### config.mk
export PLATFORM = sky130hd
export DESIGN_NAME = bnorm_table
export DESIGN_NICKNAME = d
export VERILOG_FILES = /design/src/hw/rtl/batch_norm_inference_unit_macros.svh /design/src/hw/rtl/bnorm_pkg.sv /design/src/hw/rtl/bnorm_table.sv
export SDC_FILE = /design/constraint.sdc
export NUM_CORES = 2
export LEC_CHECK = 0
export BUFFER_PORTS_ARGS = -buffer_cell sky130_fd_sc_hd__buf_2
export CORE_MARGIN = 2
export CORE_UTILIZATION = 63
export CTS_BUF_LIST = sky130_fd_sc_hd__clkbuf_16
export DETAILED_ROUTE_END_ITERATION = 6
export GPL_TIMING_DRIVEN = 0
export PLACE_DENSITY_LB_ADDON = 0.3
export SLEW_MARGIN = 20
export SYNTH_ARGS = -nofsm -noshare
export SYNTH_HDL_FRONTEND = slang
export SYNTH_SLANG_ARGS = --single-unit
export TNS_END_PERCENT = 30
### constraint.sdc
create_clock -name aclk -period 7.46 [get_ports aclk]
set_input_delay 0.373 -clock aclk [delete_from_list [all_inputs] [get_ports aclk]]
set_output_delay 0.373 -clock aclk [all_outputs]
set_load 0.02 [all_outputs]
### src/hw/rtl/batch_norm_inference_unit_macros.svh
// assertion helpers shared by the batch norm rtl
`ifndef BATCH_NORM_INFERENCE_UNIT_MACROS_SVH
`define BATCH_NORM_INFERENCE_UNIT_MACROS_SVH

// same-cycle implication, disabled while reset is low
`define BNI_ASSERT_IMPLIES(lbl, clk, rstn, ante, cons, msg) \
    lbl: assert property (@(posedge clk) disable iff (!(rstn)) (ante) |-> (cons)) \
        else $error(msg);

// next-cycle implication, disabled while reset is low
`define BNI_ASSERT_NEXT(lbl, clk, rstn, ante, cons, msg) \
    lbl: assert property (@(posedge clk) disable iff (!(rstn)) (ante) |=> (cons)) \
        else $error(msg);

`endif

### src/hw/rtl/bnorm_pkg.sv
`timescale 1ns / 1ps

package bnorm_pkg;

    // channel store
    localparam int CHANNELS = 64;
    localparam int CHAN_W   = 6;
    localparam int ADDR_W   = (CHANNELS > 1) ? $clog2(CHANNELS) : 1;

    // data widths
    localparam int SAMPLE_BITS = 16;
    localparam int PARAM_W     = 16;
    localparam int FACT_W      = 32;

    // inverse square root unit
    localparam int W_W     = 25;              // variance * 256 + epsilon
    localparam int QUO_W   = 49;              // floor(2^48 / w)
    localparam int RAD_W   = 50;              // radicand width
    localparam int RS_W    = 25;              // root width
    localparam int CNT_W   = 6;
    localparam logic [CNT_W-1:0] DIV_TOP  = CNT_W'(QUO_W - 1);
    localparam logic [CNT_W-1:0] SQRT_TOP = CNT_W'(RS_W - 1);

    // shared multiplier and accumulator
    localparam int DIFF_W  = ((SAMPLE_BITS > PARAM_W) ? SAMPLE_BITS : PARAM_W) + 1;
    localparam int MUL_A_W = FACT_W + 1;
    localparam int MUL_B_W = DIFF_W;
    localparam int PROD_W  = MUL_A_W + MUL_B_W;
    localparam int ACC_W   = PROD_W + 1;

    localparam logic [ACC_W-1:0] RND_HALF_F = ACC_W'(64'd1 << 7);
    localparam logic [ACC_W-1:0] RND_HALF_S = ACC_W'(64'd1 << 15);
    localparam logic [ACC_W-1:0] F_MAX_MAG  = ACC_W'(64'h7FFF_FFFF);
    localparam logic [ACC_W-1:0] F_MIN_MAG  = ACC_W'(64'h8000_0000);
    localparam logic [ACC_W-1:0] Y_MAX_MAG  = ACC_W'((64'd1 << (SAMPLE_BITS - 1)) - 64'd1);
    localparam logic [ACC_W-1:0] Y_MIN_MAG  = ACC_W'(64'd1 << (SAMPLE_BITS - 1));

    // item function codes
    localparam logic FUNC_LOAD   = 1'b0;
    localparam logic FUNC_SAMPLE = 1'b1;

    // configuration registers
    localparam int PADDR_W   = 3;
    localparam int REG_IDX_W = 1;
    localparam logic [REG_IDX_W-1:0] REG_EPSILON = 1'b0;
    localparam logic [15:0] EPS_RESET = 16'd1;

    typedef struct packed {
        logic [FACT_W-1:0]  factor;
        logic [PARAM_W-1:0] mean;
        logic [PARAM_W-1:0] bias;
    } chan_entry_t;

    typedef struct packed {
        logic busy;
        logic done;
    } isqrt_status_t;

endpackage

### src/hw/rtl/bnorm_table.sv
`timescale 1ns / 1ps

module bnorm_table (
    input  logic                        aclk,
    input  logic                        wr_en,
    input  logic [bnorm_pkg::ADDR_W-1:0] wr_addr,
    input  bnorm_pkg::chan_entry_t      wr_data,
    input  logic                        rd_en,
    input  logic [bnorm_pkg::ADDR_W-1:0] rd_addr,
    output bnorm_pkg::chan_entry_t      rd_data
);
    import bnorm_pkg::*;

    chan_entry_t mem [CHANNELS];
    chan_entry_t rd_data_reg;

    always_ff @(posedge aclk) begin
        if (wr_en) begin
            mem[wr_addr] <= wr_data;
        end
        if (rd_en) begin
            rd_data_reg <= mem[rd_addr];
        end
    end

    assign rd_data = rd_data_reg;

endmodule

==> flow_summary.json <==
{
  "status": "finished, violations left",
  "violations": "design-rule violations, negative hold slack",
  "nets": 7515,
  "cts-resized-gates": 0,
  "insertion_delay_ns": 1.03,
  "place_hpwl_um": 276000,
  "wl_per_cell_um": 42.0,
  "cts_sinks": 4160,
  "async_flop_share_pct": 0,
  "ys_ff_latch": 4160,
  "postSynthAreaPerCell_um2": 23.8,
  "root_buffer": "clkbuf_16",
  "drc": 2,
  "path_cells": "buf_2 > buf_4 > buf_2 > buf_2 > buf_4 > mux2i_1 > o22ai_1 > a31oi_1 > a211oi_1",
  "cts_tree": "built",
  "worstPathMaxFanout": 10,
  "report.final.slew_viol_count": 0,
  "cp_slowest_stage_delay_ns": 0.91,
  "finalCritPeriodShare_pct": 53.8,
  "finalHoldViolCount": 3,
  "gp_congestion": 0.872,
  "ys_seq_area_share_pct": 79.6,
  "ir_drop_v": 0.000272,
  "ant_nets": 0,
  "die_w_um": 503,
  "synth_edf_count": 4160,
  "finalClockSkew_ns": 0.0431,
  "cp-end-kind": "flip-flop",
  "area_growth_pct": 15.0,
  "start_kind": "primary input",
  "grt_start_max_net_pins": 65,
  "powerDensity_nw_per_um2": 268,
  "synth_area_um2": 157000,
  "ys.warnings.count": 0,
  "clk_pin_slew_ns": 0.06,
  "cpMaxStageDelayCell": "a211oi_1",
  "cap_violations": 0,
  "first_pass_iters": 7,
  "worst_path_dominant_cell_family": "buffers and inverters",
  "clockBufferDepth": 4,
  "period_needed_ns": 4.02,
  "layout_commonest_cell": "edfxtp_1",
  "die-area_um2": 253000,
  "hold-worst-slack_ns": -0.00775,
  "dp.cells": 10300,
  "hp-class": "primary input to flip-flop",
  "vias_per_cell": 7.49,
  "grt_pass1_wl_um": 643000,
  "cts_buffers": 400,
  "start_util_pct": 63.3,
  "core_region_area_um2": 248000,
  "grt_pass1_vias": 83300,
  "grt_overflow": 0,
  "finalWirelength_um": 466000,
  "io-pin-count": 143,
  "setup_violations": 0,
  "antenna_found_initial": 61,
  "portBuffers": 134,
  "syn_inst": 6598,
  "worst_slew_pin_slew_ns": 1.45,
  "die-height_um": 503,
  "drive_above_1_share_pct": 29.2,
  "htree_levels": 5,
  "crit_required_ns": 8.10,
  "grt_use_total_pct": 37.1,
  "cp_num_buf_inv": 5,
  "largest_register_ffs": 4096,
  "timing.fmax_ghz": 0.249,
  "vias": 83100,
  "syn-num-nets": 6677,
  "rsz0062_at_grt": "no",
  "final_cell_mix": "4,160 x edfxtp_1, 1,024 x mux4_2, 409 x clkbuf_16",
  "critPathKind": "primary input to flip-flop",
  "rows": 183,
  "total_leakage_power_nw": 57.0,
  "yosys_most_used_dff": "edfxtp_1",
  "fin_cells": 11100,
  "cts_hold_buf": 11,
  "cp.arrival_ns": 4.66,
  "cp_common_cell": "buf_2",
  "relSlewSlack_pct": 3.25,
  "ys_types": 32,
  "drtIter0Drc": 15700,
  "post_cts_buffers": 0
}
-- cell type report --
type | instances | area (um2)
flip-flops and latches | 4160 | 125000
inverters | 19 | 71.3
clock buffers | 409 | 10200
clock inverters | 279 | 2130
well taps | 3330 | 4170
diodes | 50 | 125
repair buffers | 436 | 6380
multi-input cells | 2049 | 30800
plain buffers | 370 | 1780
fillers | 12500 | 67600
-- synth_stat cells (all sizes together) (11+ instances only) --
library cell	number	area, um2
buf	230	1250
mux2i	135	1350
or2	28	175
nand2	58	218
and3	64	400
a31oi	18	113
nand3	45	225
o221ai	38	333
a41oi	26	228
a22o	88	771
inv	19	71.3
a22oi	168	1260
clkbuf	140	526
a211oi	63	473
or3	29	181
nor2	112	420
nand2b	11	68.8
edfxtp	4160	125000
nor2b	28	175
a2bb2oi	19	166
mux4	1024	23100
o22ai	83	519
-- stage by stage --
stage	setup WS, ns	TNS [ns]	cell area [um2]	power (W)	utilization [%]
after global routing	3.76	0	181000	0.0492	72.7
after detailed placement	2.82	0	167000	0.0290	67.4
after floorplan	1.65	0	157000	0.0277	-
after global placement	-4.10	-1267.15	162000	0.0288	65.2
after CTS	3.85	0	180000	0.0482	72.4
final	3.44	0	181000	0.0484	72.8
-- cells by family (layout without fill, tap and decap cells) --
family | after synthesis | count (layout) | synth area share (%)
flops | 4160 | 4160 | 79.6
mux | 1159 | 1159 | 15.6
compound gates | 504 | 504 | 2.47
buf+inv | 389 | 1513 | 1.18
simple gates | 386 | 386 | 1.23
other cells | 0 | 50 | 0
-- power by group --
part	switching (W)	total [W]	internal [W]
Sequential	0.0000625	0.0260	0.0259
Clock	0.00876	0.0197	0.0110
Combinational	0.00183	0.00270	0.000871
Total	0.0107	0.0484	0.0378
-- layer usage --
layer  routed length, um  track usage [%]  up-vias  part of all wire [%]
met5                 560            0.609        -                  0.12
met2              217000             56.5     8443                    46
li1                    -                -    30200                     -
met3               70600             12.3     1903                    15
met4               34700             22.3       50                   7.4
met1              143000             47.1    42500                    31
-- worst paths after layout --
check               from          end  slack [ns]  depth (start not counted)
max           rd_addr[2]   rd_data[7]        3.44                          9
max reg2reg  mem[63][33]  rd_data[33]        4.42                          5
min reg2reg  mem[47][50]  rd_data[50]        0.97                          4
min          wr_data[34]   mem[6][34]      -0.008                          1
Note: power is estimated with default switching activity, not from simulation.
