--- src/hw/rtl/batch_norm_inference_unit_macros.svh ---
// assertion helpers shared by the batch norm rtl
`ifndef BATCH_NORM_INFERENCE_UNIT_MACROS_SVH
`define BATCH_NORM_INFERENCE_UNIT_MACROS_SVH

// same-cycle implication, disabled while reset is low
`define BNI_ASSERT_IMPLIES(lbl, clk, rstn, ante, cons, msg) \
    lbl: assert property (@(posedge clk) disable iff (!(rstn)) (ante) |-> (cons)) \
        else $error(msg);

// next-cycle implication, disabled while reset is low
`define BNI_ASSERT_NEXT(lbl, clk, rstn, ante, cons, msg) \
    lbl: assert property (@(posedge clk) disable iff (!(rstn)) (ante) |=> (cons)) \
        else $error(msg);

`endif

--- src/hw/rtl/bnorm_pkg.sv ---
`timescale 1ns / 1ps

package bnorm_pkg;

    // channel store
    localparam int CHANNELS = 64;
    localparam int CHAN_W   = 6;
    localparam int ADDR_W   = (CHANNELS > 1) ? $clog2(CHANNELS) : 1;

    // data widths
    localparam int SAMPLE_BITS = 16;
    localparam int PARAM_W     = 16;
    localparam int FACT_W      = 32;

    // inverse square root unit
    localparam int W_W     = 25;              // variance * 256 + epsilon
    localparam int QUO_W   = 49;              // floor(2^48 / w)
    localparam int RAD_W   = 50;              // radicand width
    localparam int RS_W    = 25;              // root width
    localparam int CNT_W   = 6;
    localparam logic [CNT_W-1:0] DIV_TOP  = CNT_W'(QUO_W - 1);
    localparam logic [CNT_W-1:0] SQRT_TOP = CNT_W'(RS_W - 1);

    // shared multiplier and accumulator
    localparam int DIFF_W  = ((SAMPLE_BITS > PARAM_W) ? SAMPLE_BITS : PARAM_W) + 1;
    localparam int MUL_A_W = FACT_W + 1;
    localparam int MUL_B_W = DIFF_W;
    localparam int PROD_W  = MUL_A_W + MUL_B_W;
    localparam int ACC_W   = PROD_W + 1;

    localparam logic [ACC_W-1:0] RND_HALF_F = ACC_W'(64'd1 << 7);
    localparam logic [ACC_W-1:0] RND_HALF_S = ACC_W'(64'd1 << 15);
    localparam logic [ACC_W-1:0] F_MAX_MAG  = ACC_W'(64'h7FFF_FFFF);
    localparam logic [ACC_W-1:0] F_MIN_MAG  = ACC_W'(64'h8000_0000);
    localparam logic [ACC_W-1:0] Y_MAX_MAG  = ACC_W'((64'd1 << (SAMPLE_BITS - 1)) - 64'd1);
    localparam logic [ACC_W-1:0] Y_MIN_MAG  = ACC_W'(64'd1 << (SAMPLE_BITS - 1));

    // item function codes
    localparam logic FUNC_LOAD   = 1'b0;
    localparam logic FUNC_SAMPLE = 1'b1;

    // configuration registers
    localparam int PADDR_W   = 3;
    localparam int REG_IDX_W = 1;
    localparam logic [REG_IDX_W-1:0] REG_EPSILON = 1'b0;
    localparam logic [15:0] EPS_RESET = 16'd1;

    typedef struct packed {
        logic [FACT_W-1:0]  factor;
        logic [PARAM_W-1:0] mean;
        logic [PARAM_W-1:0] bias;
    } chan_entry_t;

    typedef struct packed {
        logic busy;
        logic done;
    } isqrt_status_t;

endpackage

--- src/hw/rtl/bnorm_isqrt.sv ---
`timescale 1ns / 1ps
`include "batch_norm_inference_unit_macros.svh"

module bnorm_isqrt (
    input  logic                          aclk,
    input  logic                          aresetn,
    input  logic                          start,
    input  logic [bnorm_pkg::W_W-1:0]     w,
    output bnorm_pkg::isqrt_status_t      status,
    output logic [bnorm_pkg::RS_W-1:0]    root
);
    import bnorm_pkg::*;

    typedef enum logic [1:0] {
        ST_IDLE,
        ST_DIV,
        ST_SQRT
    } isq_state_t;

    isq_state_t        state_reg;
    logic              done_reg;
    logic [CNT_W-1:0]  cnt_reg;
    logic [W_W-1:0]    w_reg;
    logic [W_W-1:0]    rem_reg;
    logic [QUO_W-1:0]  quo_reg;
    logic [RAD_W-1:0]  x_reg;
    logic [RAD_W-1:0]  res_reg;
    logic [RAD_W-1:0]  one_reg;
    logic [RS_W-1:0]   root_reg;

    // one shared subtractor serves both the divide and the root steps
    logic [RAD_W-1:0]  sub_a;
    logic [RAD_W-1:0]  sub_b;
    logic [RAD_W:0]    diff;
    logic              fits;
    logic [W_W:0]      rem_sh;
    logic [QUO_W-1:0]  quo_next;
    logic [RAD_W-1:0]  res_next;

    always_comb begin
        rem_sh = {rem_reg, (cnt_reg == DIV_TOP)};
        case (state_reg)
            ST_DIV: begin
                sub_a = RAD_W'(rem_sh);
                sub_b = RAD_W'(w_reg);
            end
            ST_SQRT: begin
                sub_a = x_reg;
                sub_b = res_reg | one_reg;
            end
            default: begin
                sub_a = '0;
                sub_b = '0;
            end
        endcase
        diff     = {1'b0, sub_a} - {1'b0, sub_b};
        fits     = !diff[RAD_W];
        quo_next = {quo_reg[QUO_W-2:0], fits};
        res_next = fits ? ((res_reg >> 1) | one_reg) : (res_reg >> 1);
    end

    always_ff @(posedge aclk) begin
        if (!aresetn) begin
            state_reg <= ST_IDLE;
            done_reg  <= 1'b0;
        end else begin
            done_reg <= 1'b0;
            case (state_reg)
                ST_IDLE: begin
                    if (start) begin
                        w_reg   <= w;
                        rem_reg <= '0;
                        quo_reg <= '0;
                        res_reg <= '0;
                        one_reg <= RAD_W'(1) << (RAD_W - 2);
                        if (w == '0) begin
                            // zero guard: root saturates to all ones
                            x_reg     <= '1;
                            cnt_reg   <= SQRT_TOP;
                            state_reg <= ST_SQRT;
                        end else begin
                            cnt_reg   <= DIV_TOP;
                            state_reg <= ST_DIV;
                        end
                    end
                end
                ST_DIV: begin
                    rem_reg <= fits ? diff[W_W-1:0] : rem_sh[W_W-1:0];
                    quo_reg <= quo_next;
                    if (cnt_reg == '0) begin
                        x_reg     <= RAD_W'(quo_next);
                        cnt_reg   <= SQRT_TOP;
                        state_reg <= ST_SQRT;
                    end else begin
                        cnt_reg <= cnt_reg - CNT_W'(1);
                    end
                end
                ST_SQRT: begin
                    if (fits) begin
                        x_reg <= diff[RAD_W-1:0];
                    end
                    res_reg <= res_next;
                    one_reg <= one_reg >> 2;
                    if (cnt_reg == '0) begin
                        root_reg  <= res_next[RS_W-1:0];
                        done_reg  <= 1'b1;
                        state_reg <= ST_IDLE;
                    end else begin
                        cnt_reg <= cnt_reg - CNT_W'(1);
                    end
                end
                default: begin
                    state_reg <= ST_IDLE;
                end
            endcase
        end
    end

    assign status.busy = (state_reg != ST_IDLE);
    assign status.done = done_reg;
    assign root        = root_reg;

    `BNI_ASSERT_IMPLIES(a_isq_start_idle, aclk, aresetn, start, state_reg == ST_IDLE, "isqrt started while busy")
    `BNI_ASSERT_IMPLIES(a_isq_done_idle, aclk, aresetn, done_reg, state_reg == ST_IDLE, "isqrt done outside idle")
    `BNI_ASSERT_IMPLIES(a_isq_one_hot, aclk, aresetn, state_reg == ST_SQRT, $onehot(one_reg), "root trial bit lost")

endmodule

--- config.mk ---
export PLATFORM = sky130hd
export DESIGN_NAME = bnorm_isqrt
export DESIGN_NICKNAME = d
export VERILOG_FILES = /design/src/hw/rtl/bnorm_pkg.sv /design/src/hw/rtl/bnorm_isqrt.sv
export VERILOG_INCLUDE_DIRS = /design/src /design/src/hw/rtl
export SDC_FILE = /design/constraint.sdc
export NUM_CORES = 1
export LEC_CHECK = 0
export ABC_AREA = 1
export CAP_MARGIN = 0
export CORE_MARGIN = 2
export CORE_UTILIZATION = 45
export DETAILED_ROUTE_END_ITERATION = 8
export DONT_BUFFER_PORTS = 1
export MAX_ROUTING_LAYER = met4
export PLACE_DENSITY = 0.67
export SLEW_MARGIN = 20
export SYNTH_ARGS = -nofsm -noshare
export SYNTH_HDL_FRONTEND = slang
export SYNTH_SLANG_ARGS = --single-unit
--- constraint.sdc ---
create_clock -name aclk -period 6.9 [get_ports aclk]
set_input_delay 0.345 -clock aclk [delete_from_list [all_inputs] [get_ports aclk]]
set_output_delay 0.345 -clock aclk [all_outputs]
set_load 0.01 [all_outputs]
==> results.yml <==
outcome:
  status: "completed"
sta:
  setup_viol: 0
  rsz0062_at_grt: "no"
  hold_violations: 0
  fin_ws_ns: 1.66
  period_share_pct: 75.9
  skew_ns: 0.0251
  tightest_slew_ns: 0.922
  slew_headroom_pct: 37.9
  post-route-min-period_ns: 5.24
  slew_violations: 0
  clock.fmax_ghz: 0.191
  setup-tns-final_ns: 0
floorplanning:
  ios: 55
  die_width_microns: 188
  dieArea_sq_mm: 0.0352
  core_sq_mm: 0.0334
  rows: 67
  die_h_microns: 188
  start_util_pct: 45.4
yosys:
  synthArstFlopShare_pct: 0
  synth_fp_nets: 1975
  synth_ff_type: "edfxtp_1"
  avgSynthCellArea_sq_um: 8.02
  synth_edf_count: 253
  synth_cell_types: 45
  syn_area_sq_mm: 0.0152
  yosys_warnings: 0
  yosysSeqAreaShare_pct: 50.5
  ys_ff_latch: 256
  netlist_instances: 1891
cts:
  cts.sinks: 256
  cts_resized: 0
  clockBufferDepth: 3
  htreeDepth: 1
  cts_made_buffers: 28
  path_clk_slew_ns: 0.06
  clk_latency_ns: 0.59
  cts_tree: "yes"
  root_buffer: "clkbuf_16"
final_layout:
  syn2layout_area_growth_pct: 10.7
  layout.cells.non_filler: 2374
  nNetsFinal: 1988
  antenna_cells: 0
  largest_reg_flops: 50
  drive_above_1_share_pct: 5.66
worst_setup_path:
  critPathBufInv: 6
  end_kind: "flip-flop"
  start_kind: "flip-flop"
  crit_fanout: 110
  slowest_stage: "buf_4"
  slowest_delay_ns: 0.57
  cp.required_ns: 7.10
  cp_common_cell: "nand2_1"
  crit_arrival_ns: 5.44
  cp_cell_sequence: "inv_1 > ha_4 > buf_12 > nand2_1 > inv_1 > o21ai_0 > ha_1 > nand2_1 > nor2_1 > nand2_1 > inv_1 > nand2_1 > nand3b_4 > nand2_8 > o21bai_1 > inv_2 > buf_4"
  critPathTopFamily: "simple AND/OR/NAND/NOR gates"
  critPathKind: "flip-flop to flip-flop"
global_route:
  grt_max_degree: 111
  grt_pass1_wl_microns: 67000
  grt_pass1_vias: 11891
  overflow: 0
  track_usage_pct: 25.1
  antenna_found_initial: 0
detailed_routing:
  drc_errors: 0
  vias_per_cell: 5.10
  firstDrtPassIters: 6
  first_iter_violations: 1078
  vias: 12106
  drtAntennaViolNets: 0
  routedWlPerCell_microns: 17.8
  drt_wl_total_microns: 42300
placement:
  dp_slack_ns: 1.77
  placed_cells: 2296
  port_buffers: 0
  dp_hpwl_microns: 30900
  globalplace.congestion: 0.959
run:
  maxCapViolations: 0
worst_hold_path:
  hp-class: "primary input to flip-flop"
## routing by layer
metal / track usage (%) / wire length [microns]
met1: 37.2 / 20800
met2: 36.2 / 17700
met3: 2.88 / 2680
met4: 7.42 / 1170
met5: - / 0
## area by class of cell
type / instances / area, sq um
Fill cell: 3320 / 16600
Sequential cell: 256 / 7660
Multi-Input combinational cell: 1264 / 6110
Inverter: 315 / 1180
Clock buffer: 32 / 716
Tap cell: 448 / 561
Timing Repair Buffer: 39 / 370
Clock inverter: 20 / 181
## cell usage in the layout, fill, tap and decap left out, drive strengths merged, types with 4 or more instances in the layout
cell	netlist	routed
a21oi	115	115
buf	17	13
clkbuf	39	32
clkinv	4	17
clkinvlp	0	4
dlygate4sd3	0	26
edfxtp	253	253
ha	55	55
inv	311	312
nand2	691	691
nand3	123	123
nand3b	4	4
nand4	10	10
nor2	142	142
nor3	12	12
o21ai	60	60
o21bai	10	10
xnor2	4	4
xor2	17	17
## cell usage after synthesis, types with 11 or more instances
library cell / count / area [sq um]
a21oi_1: 102 / 510
o21ai_0: 51 / 255
nor3_1: 11 / 55.1
nand2_2: 16 / 100
xor2_1: 17 / 149
nor2_1: 138 / 518
nand2_1: 674 / 2530
ha_1: 55 / 688
clkbuf_1: 39 / 146
inv_1: 309 / 1160
nand3_1: 122 / 611
edfxtp_1: 253 / 7600
a21oi_2: 13 / 114
## timing repair
item,CTS,global route
hold endpoints to repair,28,0
buffers inserted,0,0
hold buffers,26,0
## through the flow
stage / hold slack [ns] / cell area, sq um / utilization (%)
after global placement: 0.444 / 15600 / 46.8
final: 0.0917 / 16800 / 50.3
after floorplan: 0.427 / 15200 / -
after detailed placement: 0.440 / 15600 / 46.8
after global routing: 0.126 / 16800 / 50.3
after CTS: 0.0725 / 16800 / 50.3
## final timing paths
check,start,endpoint,slack [ns],cells past startpoint
worst max-delay path,state_reg[0],x_reg[29],1.66,17
worst min-delay path,start,state_reg[0],0.09,3
worst max register to register,state_reg[0],x_reg[29],1.66,17
worst min register to register,res_reg[12],root[11],0.45,0
## worst reg2reg max path, cell delays in order, from the launching register on
cell and delay [ns]:
dfxtp_1 0.36, inv_1 0.14, ha_4 0.52, buf_12 0.41, nand2_1 0.35, inv_1 0.12, o21ai_0 0.10, ha_1 0.48
nand2_1 0.14, nor2_1 0.24, nand2_1 0.16, inv_1 0.10, nand2_1 0.10, nand3b_4 0.39, nand2_8 0.42, o21bai_1 0.13
inv_2 0.06, buf_4 0.57
## cell families after synthesis
| logic type | count (synthesis) | share of synthesized area [%] |
|---|---|---|
| AO/OA/AOI/OAI | 197 | 7.40 |
| XOR/XNOR | 21 | 1.21 |
| adder cells (fa/ha/maj) | 56 | 4.67 |
| buffers and inverters | 371 | 9.55 |
| flip-flops | 256 | 50.5 |
| AND/OR/NAND/NOR | 990 | 26.6 |
Power is left out: the tool's default activity adds up to more than one toggle a clock period on the data nets, which glitch-free logic cannot reach.
